[src/hw/rtl/swcol_pkg.sv]
// ---------------------------------------------------------------------------
// Stopwatch LED column package
// Shared types, font tables and layout tables for the stopwatch column block.
// ---------------------------------------------------------------------------
`default_nettype none

package swcol_pkg;

  localparam int DISPLAY_MODULES_DEF = 4;
  localparam int MAX_COLS            = 32;
  localparam int NUM_DIGITS          = 7;
  localparam int NUM_DIV_DIGITS      = 6;
  localparam int NUM_SYMS            = 7;
  localparam int REM_W               = 22;
  localparam int MULT_W              = 23;

  localparam logic [31:0] LIMIT_SEC  = 32'd60000;
  localparam logic [31:0] LIMIT_MIN1 = 32'd600000;
  localparam logic [31:0] LIMIT_HOUR = 32'd3600000;

  typedef enum logic [1:0] {
    FMT_SEC,
    FMT_MIN1,
    FMT_MIN2,
    FMT_OVER
  } fmt_t;

  typedef enum logic [3:0] {
    SRC_D0,
    SRC_D1,
    SRC_D2,
    SRC_D3,
    SRC_D4,
    SRC_D5,
    SRC_D6,
    SRC_DOT,
    SRC_COLON,
    SRC_NONE
  } src_t;

  typedef enum logic [1:0] {
    DIV_IDLE,
    DIV_RUN,
    DIV_HOLD
  } div_state_t;

  typedef struct packed {
    fmt_t                            fmt;
    logic [NUM_DIGITS-1:0][3:0]      digits;
  } frame_rec_t;

  // Multiples zero to nine of the divisor of each decimal place.
  localparam logic [MULT_W-1:0] DIV_MULT [NUM_DIV_DIGITS][10] = '{
    '{23'd0, 23'd600000, 23'd1200000, 23'd1800000, 23'd2400000,
      23'd3000000, 23'd3600000, 23'd4200000, 23'd4800000, 23'd5400000},
    '{23'd0, 23'd60000, 23'd120000, 23'd180000, 23'd240000,
      23'd300000, 23'd360000, 23'd420000, 23'd480000, 23'd540000},
    '{23'd0, 23'd10000, 23'd20000, 23'd30000, 23'd40000,
      23'd50000, 23'd60000, 23'd70000, 23'd80000, 23'd90000},
    '{23'd0, 23'd1000, 23'd2000, 23'd3000, 23'd4000,
      23'd5000, 23'd6000, 23'd7000, 23'd8000, 23'd9000},
    '{23'd0, 23'd100, 23'd200, 23'd300, 23'd400,
      23'd500, 23'd600, 23'd700, 23'd800, 23'd900},
    '{23'd0, 23'd10, 23'd20, 23'd30, 23'd40,
      23'd50, 23'd60, 23'd70, 23'd80, 23'd90}
  };

  localparam src_t SRC_TAB [4][NUM_SYMS] = '{
    '{SRC_D2, SRC_D3, SRC_DOT, SRC_D4, SRC_D5, SRC_D6, SRC_NONE},
    '{SRC_D1, SRC_COLON, SRC_D2, SRC_D3, SRC_DOT, SRC_D4, SRC_D5},
    '{SRC_D0, SRC_D1, SRC_COLON, SRC_D2, SRC_D3, SRC_DOT, SRC_D4},
    '{SRC_NONE, SRC_NONE, SRC_NONE, SRC_NONE, SRC_NONE, SRC_NONE, SRC_NONE}
  };
  localparam logic [2:0] WID_TAB [4][NUM_SYMS] = '{
    '{3'd5, 3'd5, 3'd2, 3'd5, 3'd5, 3'd5, 3'd0},
    '{3'd4, 3'd1, 3'd5, 3'd5, 3'd1, 3'd5, 3'd5},
    '{3'd4, 3'd4, 3'd2, 3'd5, 3'd5, 3'd2, 3'd4},
    '{3'd0, 3'd0, 3'd0, 3'd0, 3'd0, 3'd0, 3'd0}
  };

  localparam logic [7:0] FONT_W4 [10][4] = '{
    '{8'h7E, 8'h81, 8'h81, 8'h7E}, '{8'h84, 8'h82, 8'hFF, 8'h80},
    '{8'hC6, 8'hA1, 8'h91, 8'h8E}, '{8'h42, 8'h89, 8'h89, 8'h76},
    '{8'h38, 8'h24, 8'h22, 8'hFF}, '{8'h5F, 8'h89, 8'h89, 8'h71},
    '{8'h7E, 8'h89, 8'h89, 8'h72}, '{8'h01, 8'hF1, 8'h09, 8'h07},
    '{8'h76, 8'h89, 8'h89, 8'h76}, '{8'h4E, 8'h91, 8'h91, 8'h7E}
  };
  localparam logic [7:0] FONT_W5 [10][5] = '{
    '{8'h7E, 8'h81, 8'h81, 8'h81, 8'h7E}, '{8'h84, 8'h82, 8'hFF, 8'h80, 8'h80},
    '{8'hC6, 8'hA1, 8'h91, 8'h89, 8'h86}, '{8'h42, 8'h89, 8'h89, 8'h89, 8'h76},
    '{8'h38, 8'h24, 8'h22, 8'h21, 8'hFF}, '{8'h5F, 8'h89, 8'h89, 8'h89, 8'h71},
    '{8'h7E, 8'h89, 8'h89, 8'h89, 8'h72}, '{8'h01, 8'hF1, 8'h09, 8'h05, 8'h03},
    '{8'h76, 8'h89, 8'h89, 8'h89, 8'h76}, '{8'h4E, 8'h91, 8'h91, 8'h91, 8'h7E}
  };

  function automatic fmt_t classify(input logic [31:0] t);
    fmt_t f;
    if (t < LIMIT_SEC) begin
      f = FMT_SEC;
    end else if (t < LIMIT_MIN1) begin
      f = FMT_MIN1;
    end else if (t < LIMIT_HOUR) begin
      f = FMT_MIN2;
    end else begin
      f = FMT_OVER;
    end
    return f;
  endfunction

  function automatic logic [7:0] glyph(input src_t src, input logic [3:0] d,
                                       input logic [2:0] w, input logic [2:0] k);
    logic [7:0] b;
    b = 8'h00;
    unique case (src)
      SRC_DOT: begin
        b = (w == 3'd2) ? 8'hC0 : 8'h80;
      end
      SRC_COLON: begin
        b = (w == 3'd2) ? 8'h66 : 8'h24;
      end
      SRC_NONE: begin
        b = 8'h00;
      end
      default: begin
        if (d > 4'd9) begin
          b = 8'h00;
        end else if (w == 3'd4) begin
          b = FONT_W4[d][k[1:0]];
        end else begin
          b = FONT_W5[d][(k > 3'd4) ? 3'd4 : k];
        end
      end
    endcase
    return b;
  endfunction

  function automatic logic [7:0] column_byte(input frame_rec_t rec, input logic [4:0] col);
    logic [5:0] start;
    logic [5:0] stop;
    logic [2:0] w;
    logic [2:0] k;
    src_t       src;
    logic [3:0] d;
    logic [7:0] b;
    start = 6'd0;
    b     = 8'h00;
    for (int i = 0; i < NUM_SYMS; i++) begin
      w    = WID_TAB[rec.fmt][i];
      src  = SRC_TAB[rec.fmt][i];
      stop = start + {3'd0, w};
      k    = 3'({1'b0, col} - start);
      d    = (src <= SRC_D6) ? rec.digits[3'(src)] : 4'd0;
      if (({1'b0, col} >= start) && ({1'b0, col} < stop)) begin
        b = glyph(src, d, w, k);
      end
      start = stop + 6'd1;
    end
    return b;
  endfunction

endpackage

`default_nettype wire

[src/hw/rtl/swcol_front.sv]
// ---------------------------------------------------------------------------
// Stopwatch LED column front end
// Takes time beats, picks the display format and splits the time into
// decimal digits with a one-digit-per-cycle constant divider.
// ---------------------------------------------------------------------------
`default_nettype none

module swcol_front (
  input  logic                  clk,
  input  logic                  rst,
  input  logic                  push,
  output logic                  full,
  input  logic [31:0]           time_ms,
  output logic                  enq,
  output swcol_pkg::frame_rec_t enq_rec,
  input  logic                  q_full
);
  import swcol_pkg::*;

  logic                       in_full;
  logic [31:0]                in_time;
  div_state_t                 state;
  div_state_t                 state_next;
  logic [REM_W-1:0]           rem;
  logic [2:0]                 dsel;
  logic [NUM_DIGITS-1:0][3:0] digits;
  fmt_t                       fmt;

  logic                       load;
  logic                       step;
  logic                       last_step;
  logic [3:0]                 qdig;
  logic [MULT_W-1:0]          qsub;
  logic [REM_W-1:0]           rem_next;

  assign full      = in_full;
  assign rem_next  = rem - qsub[REM_W-1:0];
  assign last_step = dsel == 3'(NUM_DIV_DIGITS - 1);
  assign enq_rec   = '{fmt: fmt, digits: digits};

  always_comb begin
    qdig = 4'd0;
    qsub = '0;
    for (int q = 1; q < 10; q++) begin
      if ({1'b0, rem} >= DIV_MULT[dsel][q]) begin
        qdig = 4'(q);
        qsub = DIV_MULT[dsel][q];
      end
    end
  end

  always_comb begin
    state_next = state;
    load       = 1'b0;
    step       = 1'b0;
    enq        = 1'b0;
    unique case (state)
      DIV_IDLE: begin
        if (in_full) begin
          load       = 1'b1;
          state_next = DIV_RUN;
        end
      end
      DIV_RUN: begin
        step = 1'b1;
        if (last_step) begin
          state_next = DIV_HOLD;
        end
      end
      DIV_HOLD: begin
        if (!q_full) begin
          enq        = 1'b1;
          state_next = DIV_IDLE;
        end
      end
      default: begin
        state_next = DIV_IDLE;
      end
    endcase
  end

  always_ff @(posedge clk) begin
    if (rst) begin
      state   <= DIV_IDLE;
      in_full <= 1'b0;
    end else begin
      state <= state_next;
      if (push && !in_full) begin
        in_full <= 1'b1;
      end else if (load) begin
        in_full <= 1'b0;
      end
    end
  end

  always_ff @(posedge clk) begin
    if (push && !in_full) begin
      in_time <= time_ms;
    end
    if (load) begin
      rem    <= in_time[REM_W-1:0];
      fmt    <= classify(in_time);
      digits <= '0;
      dsel   <= 3'd0;
    end else if (step) begin
      rem          <= rem_next;
      digits[dsel] <= qdig;
      if (last_step) begin
        digits[NUM_DIGITS-1] <= rem_next[3:0];
      end else begin
        dsel <= dsel + 3'd1;
      end
    end
  end

endmodule

`default_nettype wire

[src/hw/rtl/swcol_queue.sv]
// ---------------------------------------------------------------------------
// Stopwatch LED column frame queue
// Two-entry queue of digit records between the front end and the renderer.
// ---------------------------------------------------------------------------
`default_nettype none

module swcol_queue (
  input  logic                  clk,
  input  logic                  rst,
  input  logic                  wr,
  input  swcol_pkg::frame_rec_t wr_rec,
  output logic                  q_full,
  input  logic                  rd,
  output swcol_pkg::frame_rec_t rd_rec,
  output logic                  q_valid
);
  import swcol_pkg::*;

  frame_rec_t entry [2];
  logic       wr_ptr;
  logic       rd_ptr;
  logic [1:0] count;

  assign q_full  = count == 2'd2;
  assign q_valid = count != 2'd0;
  assign rd_rec  = entry[rd_ptr];

  always_ff @(posedge clk) begin
    if (rst) begin
      wr_ptr <= 1'b0;
      rd_ptr <= 1'b0;
      count  <= 2'd0;
    end else begin
      if (wr && !q_full) begin
        wr_ptr <= ~wr_ptr;
      end
      if (rd && q_valid) begin
        rd_ptr <= ~rd_ptr;
      end
      unique case ({wr && !q_full, rd && q_valid})
        2'b10:   count <= count + 2'd1;
        2'b01:   count <= count - 2'd1;
        default: count <= count;
      endcase
    end
  end

  always_ff @(posedge clk) begin
    if (wr && !q_full) begin
      entry[wr_ptr] <= wr_rec;
    end
  end

endmodule

`default_nettype wire

[src/hw/rtl/swcol_back.sv]
// ---------------------------------------------------------------------------
// Stopwatch LED column renderer
// Walks the display columns of one frame, looks up each column byte from
// the font tables and holds it in the output register.
// ---------------------------------------------------------------------------
`default_nettype none

module swcol_back #(
  parameter int DISPLAY_MODULES = swcol_pkg::DISPLAY_MODULES_DEF
) (
  input  logic                  clk,
  input  logic                  rst,
  input  logic                  q_valid,
  input  swcol_pkg::frame_rec_t q_rec,
  output logic                  q_pop,
  output logic                  empty,
  input  logic                  pop,
  output logic [4:0]            column_index,
  output logic [7:0]            column_bits,
  output logic                  last_column,
  output logic                  over_hour
);
  import swcol_pkg::*;

  localparam int FRAME_COLS = (DISPLAY_MODULES * 8 > MAX_COLS) ? MAX_COLS
                                                               : DISPLAY_MODULES * 8;
  localparam logic [4:0] LAST_COL = 5'(FRAME_COLS - 1);

  logic [4:0] col;
  logic       out_valid;
  logic       advance;
  logic       at_last;

  assign empty   = !out_valid;
  assign advance = q_valid && (!out_valid || pop);
  assign at_last = col == LAST_COL;
  assign q_pop   = advance && at_last;

  always_ff @(posedge clk) begin
    if (rst) begin
      col       <= 5'd0;
      out_valid <= 1'b0;
    end else begin
      if (advance) begin
        out_valid <= 1'b1;
        col       <= at_last ? 5'd0 : col + 5'd1;
      end else if (pop) begin
        out_valid <= 1'b0;
      end
    end
  end

  always_ff @(posedge clk) begin
    if (advance) begin
      column_index <= col;
      column_bits  <= column_byte(q_rec, col);
      last_column  <= at_last;
      over_hour    <= q_rec.fmt == FMT_OVER;
    end
  end

endmodule

`default_nettype wire

[src/hw/rtl/stopwatch_time_to_led_columns.sv]
// ---------------------------------------------------------------------------
// Stopwatch time to LED matrix columns
// Renders an elapsed time in milliseconds as one frame of LED column bytes.
// ---------------------------------------------------------------------------
// Input channel: push/full with time_ms. A beat is taken while full is low;
// a one-entry input register lets the next time arrive while the previous
// one is still being split into digits.
// Output channel: empty/pop. Each frame is a run of min(8 * DISPLAY_MODULES,
// 32) beats carrying column_index, column_bits, last_column and over_hour;
// last_column marks the final column of the frame.
// With the renderer idle, a taken time beat passes the input register, the
// six digit steps of the constant divider in the front end, the frame queue
// and the output register before the first column of its frame is on the
// outputs. The renderer walks the columns, one column per cycle while the
// receiver pops; the divider finishes one time before it loads the next.
// Times of one hour or more give a blank frame with over_hour set.
// Reset empties the input register, the frame queue and the output register.
// When the receiver stops popping, the output register holds its column,
// the frame queue fills, and full rises once the input register is occupied.
// ---------------------------------------------------------------------------
`default_nettype none

module stopwatch_time_to_led_columns #(
  parameter int DISPLAY_MODULES = swcol_pkg::DISPLAY_MODULES_DEF
) (
  input  logic        clk,
  input  logic        rst,
  input  logic        push,
  output logic        full,
  input  logic [31:0] time_ms,
  output logic        empty,
  input  logic        pop,
  output logic [4:0]  column_index,
  output logic [7:0]  column_bits,
  output logic        last_column,
  output logic        over_hour
);
  import swcol_pkg::*;

  logic       enq;
  frame_rec_t enq_rec;
  logic       q_full;
  logic       q_valid;
  logic       q_pop;
  frame_rec_t q_rec;

  swcol_front u_front (
    .clk     (clk),
    .rst     (rst),
    .push    (push),
    .full    (full),
    .time_ms (time_ms),
    .enq     (enq),
    .enq_rec (enq_rec),
    .q_full  (q_full)
  );

  swcol_queue u_queue (
    .clk     (clk),
    .rst     (rst),
    .wr      (enq),
    .wr_rec  (enq_rec),
    .q_full  (q_full),
    .rd      (q_pop),
    .rd_rec  (q_rec),
    .q_valid (q_valid)
  );

  swcol_back #(
    .DISPLAY_MODULES (DISPLAY_MODULES)
  ) u_back (
    .clk          (clk),
    .rst          (rst),
    .q_valid      (q_valid),
    .q_rec        (q_rec),
    .q_pop        (q_pop),
    .empty        (empty),
    .pop          (pop),
    .column_index (column_index),
    .column_bits  (column_bits),
    .last_column  (last_column),
    .over_hour    (over_hour)
  );

endmodule

`default_nettype wire

[config.mk]
export PLATFORM = sky130hd
export DESIGN_NAME = stopwatch_time_to_led_columns
export DESIGN_NICKNAME = d
export VERILOG_FILES = /design/src/hw/rtl/swcol_pkg.sv /design/src/hw/rtl/swcol_front.sv /design/src/hw/rtl/swcol_queue.sv /design/src/hw/rtl/swcol_back.sv /design/src/hw/rtl/stopwatch_time_to_led_columns.sv
export SDC_FILE = /design/constraint.sdc
export NUM_CORES = 1
export LEC_CHECK = 0
export BUFFER_PORTS_ARGS = -buffer_cell sky130_fd_sc_hd__buf_2
export CORE_MARGIN = 1
export CORE_UTILIZATION = 50
export DETAILED_ROUTE_END_ITERATION = 10
export GPL_TIMING_DRIVEN = 0
export MAX_ROUTING_LAYER = met4
export PLACE_DENSITY = 0.81
export SLEW_MARGIN = 5
export SYNTH_ARGS = -nofsm -noshare
export SYNTH_HDL_FRONTEND = slang
export SYNTH_SLANG_ARGS = --single-unit
[constraint.sdc]
create_clock -name clk -period 6.3 [get_ports clk]
set_input_delay 1.26 -clock clk [delete_from_list [all_inputs] [get_ports clk]]
set_output_delay 1.26 -clock clk [all_outputs]
set_load 0.02 [all_outputs]
# --- Word level (Yosys, flattened, before mapping) ---
# Memory sizes are Yosys's and may differ from the RTL's. A register that Yosys moved wholly into a read port is not among the register bits.
# Cells that the tools add are included.
word_totals:
  ram_bits: 60
  memories: 16
  rom_bits: 9904
  wordCells: 430
  ff_bits: 115
mem_list:
  columns: ["memory", "words", "word_bits", "rd", "rd_ports_with_merged_regs", "write_ports", "line", "text"]
  rows:
  - ["(no name shown)", 8, 230, 1, 0, 0, "swcol_front.sv:45", "if ({1'b0, rem} >= DIV_MULT[dsel][q]) begin"]
  - ["(no name shown)", 16, 40, 1, 0, 0, "swcol_pkg.sv:130", "b = FONT_W5[d][(k > 3'd4) ? 3'd4 : k];"]
  - ["(no name shown)", 16, 40, 1, 0, 0, "swcol_pkg.sv:130", null]
  - ["(no name shown)", 16, 40, 1, 0, 0, "swcol_pkg.sv:130", null]
  - ["(no name shown)", 16, 40, 1, 0, 0, "swcol_pkg.sv:130", null]
  - ["(no name shown)", 16, 40, 1, 0, 0, "swcol_pkg.sv:130", null]
  - ["10 more memories", null, null, null, null, null, null, null]
op_classes:
  n_reduce_logical: 25
  order_cmp: 78
  n_bitwise: 26
  add_sub_neg: 23
  n_eq_ne: 46
  n_mux: 193
ops:
  columns: ["operator", "count"]
  rows:
  - ["$mux W40", 14]
  - ["$mux W32", 14]
  - ["$mux W207", 2]
  - ["$mux W8", 49]
  - ["$mux W22", 11]
  - ["$ge A22 B23 Y1", 9]
  - ["$bmux W8 S3", 7]
  - ["$pmux W8 S3", 7]
  - ["$bmux W8 S2", 7]
  - ["$mux W7", 14]
  - ["$bmux W4 S3", 7]
  - ["$mux W4", 18]
  - ["$bmux W28 S2", 1]
  - ["$eq A4 B4 Y1 const B", 14]
  - ["$mux W28", 2]
  - ["$bmux W21 S2", 1]
  - ["$mux W21", 2]
  - ["$lt A5 B6 Y1", 6]
  - ["$ge A5 B5 Y1 const B", 7]
  - ["$not A4 Y5", 7]
  - ["$mux W3", 11]
  - ["$ge A4 B4 Y1 const B", 8]
  - ["$lt A3 B4 Y1 const B", 8]
  - ["$lt A32 B16 Y1 const B", 1]
  - ["other kinds (46)", 164]

# --- Logic depth before layout (Yosys ltp) ---
# Gate-level depths: netlist of the first run.
logic_depth:
  ltp_word: 26
  depth_mapped: 29
  mapped_depth_nobuf: 26

# --- Modules after synthesis ---
# From an unflattened synthesis of the first run, not the netlist that was laid out.
unflattened:
  hier_cells: 2591
  hier_area_um2: 21306.7
modules_own_cells:
  columns: ["mod", "cells_per_inst", "seq_area_each_um2", "area_each_um2", "n_inst"]
  rows:
  - ["swcol_back", 1434, 570.5, 10117.2, 1]
  - ["swcol_front", 1038, 2362.3, 8808.4, 1]
  - ["swcol_queue", 119, 1901.8, 2381.0, 1]

# --- Worst setup path after synthesis of the first run ---
# OpenSTA, ideal clock, no wires.
synth_timing:
  path_type: "register -> register"
  startpoint: "register u_front.dsel[0]"
  endpoint: "register u_front.rem[21], data pin"
  period_less_slack_ns: 6.379
  path_stages_with_launch: 26
  setup_time_ns: 0.265
  path_slack_ns: -0.079
  arrival_time_ns: 6.114
  path_buffers: 0
  cell_sequence: "dfxtp_1 clkinv_1 ha_1 nor2b_1 clkinv_1 ha_1 a2111o_1 a2111oi_0 o21ai_0 nor2_1 nor3b_1 o31ai_1 a21boi_1 and2_1 ha_1 fa_1 nor2b_1 o2111ai_1 a31oi_1 nand4_1 a41oi_1 a221o_1 a41oi_1 a21oi_1 xnor2_1 o21ai_1"
synth_between:
  elab_chain_cells: 17
synth_lines:
  columns: ["item", "line", "text"]
  rows:
  - ["from (decl)", "swcol_front.sv:25", "logic [2:0] dsel;"]
  - ["from (signal assigned)", "swcol_front.sv:111", "dsel <= dsel + 3'd1;"]
  - ["$not A3 Y4 (not written as such) (*)", "swcol_front.sv:45, swcol_front.sv:47", null]
  - ["$mem_v2 Z8 W230 (*)", null, null]
  - ["$mux W207 (not written as such) (*) (2 in series)", "swcol_front.sv:45", null]
  - ["$ge A22 B23 Y1", "swcol_front.sv:45", null]
  - ["$mux W22 (8 in series)", "swcol_front.sv:45", null]
  - ["$mux W22 (*)", "swcol_front.sv:45", null]
  - ["$sub A22 B22 Y22 (*)", "swcol_front.sv:37", "assign rem_next = rem - qsub[REM_W-1:0];"]
  - ["$mux W22 (*)", "swcol_front.sv:105", "end else if (step) begin"]
  - ["$mux W22 (*)", "swcol_front.sv:100", "if (load) begin"]
  - ["to (signal assigned)", "swcol_front.sv:101", "rem <= in_time[REM_W-1:0];"]
  - ["to (signal assigned)", "swcol_front.sv:106", "rem <= rem_next;"]
  - ["to (decl)", "swcol_front.sv:24", "logic [REM_W-1:0] rem;"]
# Mark *: on every way between the ends. The rest lies on a longest branch, timed or not. The select of a mux whose other input is x is not followed.
# A chain may end at the register's enable or synchronous reset.

# --- Worst setup path after layout of the first run ---
# Same ends and word-level chain as after synthesis.

==> results_dict.tcl, run 1 <==
set metrics [dict create \
    dr_total_vias 22358 \
    synth-main-ff-cell "sky130_fd_sc_hd__edfxtp_1" \
    final-seq-area_mm2 0.00485 \
    postLayoutSetupSlackWorst_ns -0.0353 \
    total_power_divided_by_cell_area_mw_per_mm2 512 \
    layout_commonest_cell "sky130_fd_sc_hd__nand2_1" \
    worstPathMaxFanout 10 \
    grt_pass1_vias 20814 \
    clock_insertion_delay_worst_skew_ns 0.47 \
    clk_pin_slew_ns 0.08 \
    worstHoldEndpoint "u_queue.entry[0][9]" \
    fmax_ghz 0.158 \
    critical_path_required_ns 6.49 \
    post_cts_hold_buffer_count 0 \
    worstSetupEndpointType "register" \
    postPlaceCellArea_mm2 0.0217 \
    placedCellCount 3077 \
    post_route_cells_drive_above_1_share 0.163 \
    ys_ff_latch 176 \
    die_w_um 206 \
    die-area_mm2 0.0422 \
    period_minus_slack_ns 6.34 \
    num_io_pins 53 \
    flow.area_growth_from_synthesis_pct 13.4 \
    setup_crit_path_kind "reg -> reg" \
    wirelength_mm 80.1 \
    viasPerCell 7.10 \
    mappedNetlistArea_mm2 0.0207 \
    regToRegEndpoint "u_front.rem[21]" \
    outcome "complete, but fails checks" \
    initial_core_util 0.507 \
    first_iter_violations 3329 \
    reg2reg_setup_slack_ns -0.04 \
    chipHeight_um 206 \
    tritoncts_buffer_count 17 \
    ir_worst_vdd_mv 0.558 \
    path_common_cell "sky130_fd_sc_hd__ha_1" \
    yosysWarningCount 0 \
    ctsLongestPathBuffers 2 \
    hold_start "u_front.enq_rec[9]" \
    ff2ff_path_depth 25 \
    timing_hold_violations_final 0 \
    post-route-period-util 1.01 \
    antenna_found_initial 2 \
    grt_max_degree 31 \
    total_congestion_overflow_after_global_routing 0 \
    timing.critical_path.from_type "register" \
    drc 0 \
    tritoncts "built" \
    finalInstanceArea_mm2 0.0235 \
    netlist_instances 2491 \
    gp_congestion 1.09 \
    portBuffers 52 \
    worst_pin_slew_ns 1.23 \
    timing.max_slew.rel_slack 0.174 \
    arrival_ns 6.52 \
    synth_area_per_cell_um2 8.31 \
    detail_route.wl_per_cell_um 25.4 \
    firstDrtPassIters 7 \
    clock-root-buffer "sky130_fd_sc_hd__clkbuf_16" \
    clock_tree.htree_level_count 4 \
    placement_rows 74 \
    net_count_of_the_finished_layout 2897 \
    final_antenna_net_count 0 \
    syn_nets 2786 \
    finClkSkew_ns 0.0260 \
    finish.cell_count_without_fillers 3149 \
    setup_viol_count_final 2 \
    synth-edff-count 131 \
    most_frequent_cells_in_the_layout "252 x sky130_fd_sc_hd__nand2_1, 231 x sky130_fd_sc_hd__ha_1, 185 x sky130_fd_sc_hd__a21oi_1, 183 x sky130_fd_sc_hd__nor2_1, 161 x sky130_fd_sc_hd__o21ai_0" \
    power.static_leakage_nw 8.96 \
    hold_path.class "reg -> reg" \
    cap_violations 0 \
    r2r-start "u_front.dsel[0]" \
    fraction_of_the_yosys_area_taken_by_sequential_cells 0.233 \
    rsz0062_at_grt "yes" \
    dp.final_hpwl_mm 59.9 \
    multi_input_area_mm2 0.0156 \
    synth_cell_type_count 125 \
    first_pass_grt_wire_length_mm 122 \
    fillers 3587 \
    slew_violations 0 \
    async_flop_share 0 \
    fp.coreArea_mm2 0.0408 \
    cts_num_sinks 176 \
    holdPathStages 0 \
    slowest_cell_on_crit_path "sky130_fd_sc_hd__a211oi_1" \
    track_usage 0.385 \
    failed_checks "setup timing" \
    crit_path_max_incr_delay_ns 0.54 \
    overall_power_mw 12.0 \
]
==> sequential cells by signal, indices dropped and copies added (netlist names), 2 cells and up, named ones only <==
name and cells:
u_queue.count 2, u_back.column_index 5, u_front.state 2, u_back.column_bits 8, u_front.dsel 3, u_front.rem 22
u_front.enq_rec 28, u_queue.entry 60, u_front.fmt 2, u_back.col 5, u_front.in_time 32
==> per-stage QoR <==
step	TNS, ns	setup slack [ns]	hold WS, ns	util
3_5_place_dp	-54.95	-2.67	0.439	0.531
6_report	-0.0538	-0.0353	0.462	0.575
5_1_grt	-0.200	-0.0968	0.459	0.575
3_3_place_gp	-54.47	-2.56	0.423	0.530
4_1_cts	-0.0132	-0.0132	0.454	0.565
2_1_floorplan	0	0.0420	0.421	-
==> worst max-delay path by stage <==
stage	to	slack, ns	start
after CTS	u_front.rem[21]	-0.01	u_front.dsel[1]
after global routing	u_front.rem[21]	-0.1	u_front.dsel[2]
after floorplan	u_front.rem[21]	0.04	u_front.dsel[0]
after global placement	u_front.rem[21]	-2.56	u_front.dsel[0]
final	u_front.rem[21]	-0.04	u_front.dsel[0]
after detailed placement	u_front.rem[21]	-2.67	u_front.dsel[0]
==> area by class of cell <==
class	count	area share
tap	532	0.0283
buffer	121	0.0297
clock inverter	15	0.00762
inverter	104	0.0189
timing repair buffer	97	0.0257
multi-input combinational	2085	0.665
antenna	2	0.000213
sequential	176	0.206
clock buffer	17	0.0181
==> where the power goes <==
part / internal [mW] / switching [mW]
clock network: 0.542 / 0.565
logic: 3.43 / 5.55
registers: 1.58 / 0.357
total: 5.55 / 6.47
==> kinds of logic after synthesis <==
group | synth area share
AO/OA/AOI/OAI | 0.285
AND/OR/NAND/NOR | 0.188
adder cells (fa/ha/maj) | 0.159
buffers and inverters | 0.0487
flip-flops | 0.233
multiplexers | 0.0695
XOR/XNOR | 0.0157
==> critical path, delay by kind of cell (launching register included) <==
family	cells	cell delay, ns
compound gates	13	3.02
xor+xnor	1	0.22
fa+ha+maj	3	0.98
buf+inv	3	0.58
flops	1	0.40
mux	1	0.12
simple gates	4	0.73
==> layer usage <==
| metal | global-route usage | part of all wire | vias to the layer above |
|---|---|---|---|
| met1 | 0.477 | 0.38 | 10524 |
| met2 | 0.584 | 0.44 | 1625 |
| met3 | 0.0873 | 0.11 | 414 |
| met4 | 0.203 | 0.063 | 0 |
| met5 | - | 0 | - |
| li1 | - | - | 9795 |
==> cells in the mapped netlist, types with 10 or more instances <==
| cell | number | area (µm²) |
|---|---|---|
| sky130_fd_sc_hd__nand2b_1 | 28 | 175 |
| sky130_fd_sc_hd__xnor2_1 | 19 | 166 |
| sky130_fd_sc_hd__nand2_1 | 253 | 950 |
| sky130_fd_sc_hd__a211oi_1 | 51 | 383 |
| sky130_fd_sc_hd__a31oi_1 | 58 | 363 |
| sky130_fd_sc_hd__nand4_1 | 28 | 175 |
| sky130_fd_sc_hd__a21oi_1 | 196 | 981 |
| sky130_fd_sc_hd__o211ai_1 | 47 | 353 |
| sky130_fd_sc_hd__mux4_2 | 17 | 383 |
| sky130_fd_sc_hd__o31ai_1 | 26 | 195 |
| sky130_fd_sc_hd__buf_2 | 17 | 85.1 |
| sky130_fd_sc_hd__clkbuf_1 | 82 | 308 |
| sky130_fd_sc_hd__a2111oi_0 | 12 | 105 |
| sky130_fd_sc_hd__o221ai_1 | 11 | 96.3 |
| sky130_fd_sc_hd__edfxtp_1 | 131 | 3930 |
| sky130_fd_sc_hd__inv_1 | 98 | 368 |
| sky130_fd_sc_hd__and3_1 | 21 | 131 |
| sky130_fd_sc_hd__a211o_1 | 19 | 166 |
| sky130_fd_sc_hd__nor2b_1 | 30 | 188 |
| sky130_fd_sc_hd__ha_1 | 252 | 3150 |
| sky130_fd_sc_hd__nor3b_1 | 11 | 82.6 |
| sky130_fd_sc_hd__a311oi_1 | 15 | 131 |
| sky130_fd_sc_hd__or2_2 | 10 | 62.6 |
| sky130_fd_sc_hd__o21ai_1 | 16 | 80.1 |
| sky130_fd_sc_hd__mux2i_1 | 65 | 651 |
| sky130_fd_sc_hd__nor4_1 | 15 | 93.8 |
| sky130_fd_sc_hd__o21a_1 | 20 | 150 |
| sky130_fd_sc_hd__mux2_2 | 19 | 214 |
| sky130_fd_sc_hd__dfxtp_1 | 45 | 901 |
| sky130_fd_sc_hd__and2_1 | 17 | 106 |
| sky130_fd_sc_hd__nand3_1 | 63 | 315 |
| sky130_fd_sc_hd__o22ai_1 | 31 | 194 |
| sky130_fd_sc_hd__nor3_1 | 69 | 345 |
| sky130_fd_sc_hd__o2111ai_1 | 11 | 96.3 |
| sky130_fd_sc_hd__a21o_1 | 33 | 248 |
| sky130_fd_sc_hd__nor2_1 | 194 | 728 |
| sky130_fd_sc_hd__xor2_1 | 18 | 158 |
| sky130_fd_sc_hd__a22oi_1 | 12 | 90.1 |
| sky130_fd_sc_hd__o21ai_0 | 170 | 851 |
==> timing repair <==
action,4_1_cts,5_1_grt
pin swaps,16,22
setup buffers,27,16
setup endpoints to repair,38,17
resized for setup,158,80
gates cloned,0,0
(Power assumes the default switching activity.)
==> run 2, diff against run 1 <==
- CAP_MARGIN: not set -> 20
- RECOVER_POWER: not set -> 100
- TNS_END_PERCENT: not set -> 5
==> run 2 against run 1 <==
Compared with the run above:
- the flow now finishes without violations
- via count is 0.38% lower
- global-route usage is 0.68 points lower
- worst setup slack gained 0.060 ns
- clock skew is 0.0030 ns lower
- first-iteration DRC count is 9.0% lower
- non-clock buffer count grew 2
- clock power barely moved
- sequential cell count unchanged
- total power grew 1.2%
- combinational power rose by 2%
- utilization about the same
- largest cell class unchanged
==> results_dict.tcl, run 2 (same netlist as run 1, synthesis figures left out) <==
set metrics [dict create \
    outcome "completed" \
    grt_pass1_vias 20638 \
    slew_violations 0 \
    arrival_ns 6.46 \
    largest_register_ffs 60 \
    hold_path.class "reg -> reg" \
    post_route_cells_drive_above_1_share 0.165 \
    viasPerCell 7.07 \
    rsz0062_at_grt "yes" \
    slowest_cell_on_crit_path "sky130_fd_sc_hd__dfxtp_4" \
    tritoncts "built" \
    first_iter_violations 3029 \
    ir_worst_vdd_mv 0.530 \
    critical_path_required_ns 6.49 \
    period_minus_slack_ns 6.28 \
    cap_violations 0 \
    clock-root-buffer "sky130_fd_sc_hd__clkbuf_16" \
    worstPathMaxFanout 15 \
    gp_congestion 1.09 \
    total_power_divided_by_cell_area_mw_per_mm2 518 \
    track_usage 0.378 \
    finClkSkew_ns 0.0230 \
    flow.area_growth_from_synthesis_pct 13.5 \
    fmax_ghz 0.159 \
    postLayoutSetupSlackWorst_ns 0.0244 \
    worst_path_dominant_cell_family "compound AO/OA/AOI/OAI gates" \
    fp.coreArea_mm2 0.0408 \
    initial_core_util 0.507 \
    net_count_of_the_finished_layout 2899 \
    dr_total_vias 22274 \
    first_pass_grt_wire_length_mm 120 \
    num_io_pins 53 \
    die_w_um 206 \
    placement_rows 74 \
    tritoncts_buffer_count 17 \
    wirelength_mm 79.4 \
    finalHoldWorstSlack_ns 0.449 \
    path_buf_inv 3 \
    totalNegativeSetupSlack_ns 0 \
    largest_register "u_queue.entry" \
    placement.setup.worst_slack_ns -2.65 \
    dp.final_hpwl_mm 60.0 \
    power.static_leakage_nw 8.96 \
    worstSetupEndpointType "register" \
    postPlaceCellArea_mm2 0.0217 \
    layout_commonest_cell "sky130_fd_sc_hd__nand2_1" \
    timing.critical_path.from_type "register" \
    clock_insertion_delay_worst_skew_ns 0.47 \
    cts_num_sinks 176 \
    antenna_found_initial 2 \
    drc 0 \
    timing.max_slew.rel_slack 0.160 \
    post-route-period-util 0.996 \
    finalInstanceArea_mm2 0.0235 \
    timing_hold_violations_final 0 \
    ctsLongestPathBuffers 2 \
    firstDrtPassIters 6 \
    total_congestion_overflow_after_global_routing 0 \
    grt_max_degree 31 \
    clock_tree.htree_level_count 4 \
    hold_start "u_front.enq_rec[23]" \
    detail_route.wl_per_cell_um 25.2 \
    worst_pin_slew_ns 1.25 \
    most_frequent_cells_in_the_layout "252 x sky130_fd_sc_hd__nand2_1, 229 x sky130_fd_sc_hd__ha_1, 186 x sky130_fd_sc_hd__a21oi_1, 180 x sky130_fd_sc_hd__nor2_1, 161 x sky130_fd_sc_hd__o21ai_0" \
    portBuffers 52 \
    r2r-start "u_front.dsel[2]" \
    setup_viol_count_final 0 \
    die-area_mm2 0.0422 \
    crit_path_max_incr_delay_ns 0.39 \
    critPathLaunch "u_front.dsel[2]" \
    clk_pin_slew_ns 0.08 \
    final_antenna_net_count 0 \
    setup_crit_path_kind "reg -> reg" \
    chipHeight_um 206 \
]
==> run 2: stage by stage <==
stage / std cells / total power, mW / util
after floorplan: 2491 / 6.98 / -
after global placement: 3075 / 9.05 / 0.530
after detailed placement: 3078 / 9.22 / 0.531
after CTS: 3122 / 10.9 / 0.561
after global routing: 3150 / 12.8 / 0.575
final: 3150 / 12.2 / 0.575
==> run 2: path summary, 6_finish.rpt <==
kind,to,depth (start not counted),slack [ns]
worst max register to register,u_front.rem[21],25,0.02
worst min register to register,u_queue.entry[1][23],0,0.45
worst max-delay path,u_front.rem[21],25,0.02
worst min-delay path,u_queue.entry[1][23],0,0.45
==> run 2: layout make-up <==
| class | instances | area [µm²] |
|---|---|---|
| fill | 3633 | 17300 |
| multi-input combinational | 2085 | 15600 |
| sequential | 176 | 4850 |
| buffer | 121 | 687 |
| tap | 532 | 666 |
| timing repair buffer | 99 | 624 |
| inverter | 104 | 440 |
| clock buffer | 17 | 425 |
| clock inverter | 15 | 174 |
| antenna | 1 | 2.50 |
==> run 2: what timing repair did <==
item	4_1_cts	5_1_grt
resized for setup	130	118
endpoints found under the hold margin	0	0
hold buffers	0	0
buffers inserted	15	29
pin swaps	10	24
endpoints found under the setup margin	36	19
==> run 2: power by group <==
part / internal, mW / total [mW] / switching (mW)
sequential: 1.58 / 1.93 / 0.352
combinational: 3.49 / 9.12 / 5.63
clock: 0.542 / 1.11 / 0.567
total: 5.61 / 12.2 / 6.55
==> run 2: per-layer routing <==
| metal | routed length (µm) | vias up | GRT usage |
|---|---|---|---|
| met5 | 0 | - | - |
| met4 | 5540 | 0 | 0.216 |
| met3 | 8580 | 418 | 0.0683 |
| met2 | 34300 | 1614 | 0.570 |
| met1 | 31000 | 10452 | 0.476 |
| li1 | - | 9790 | - |
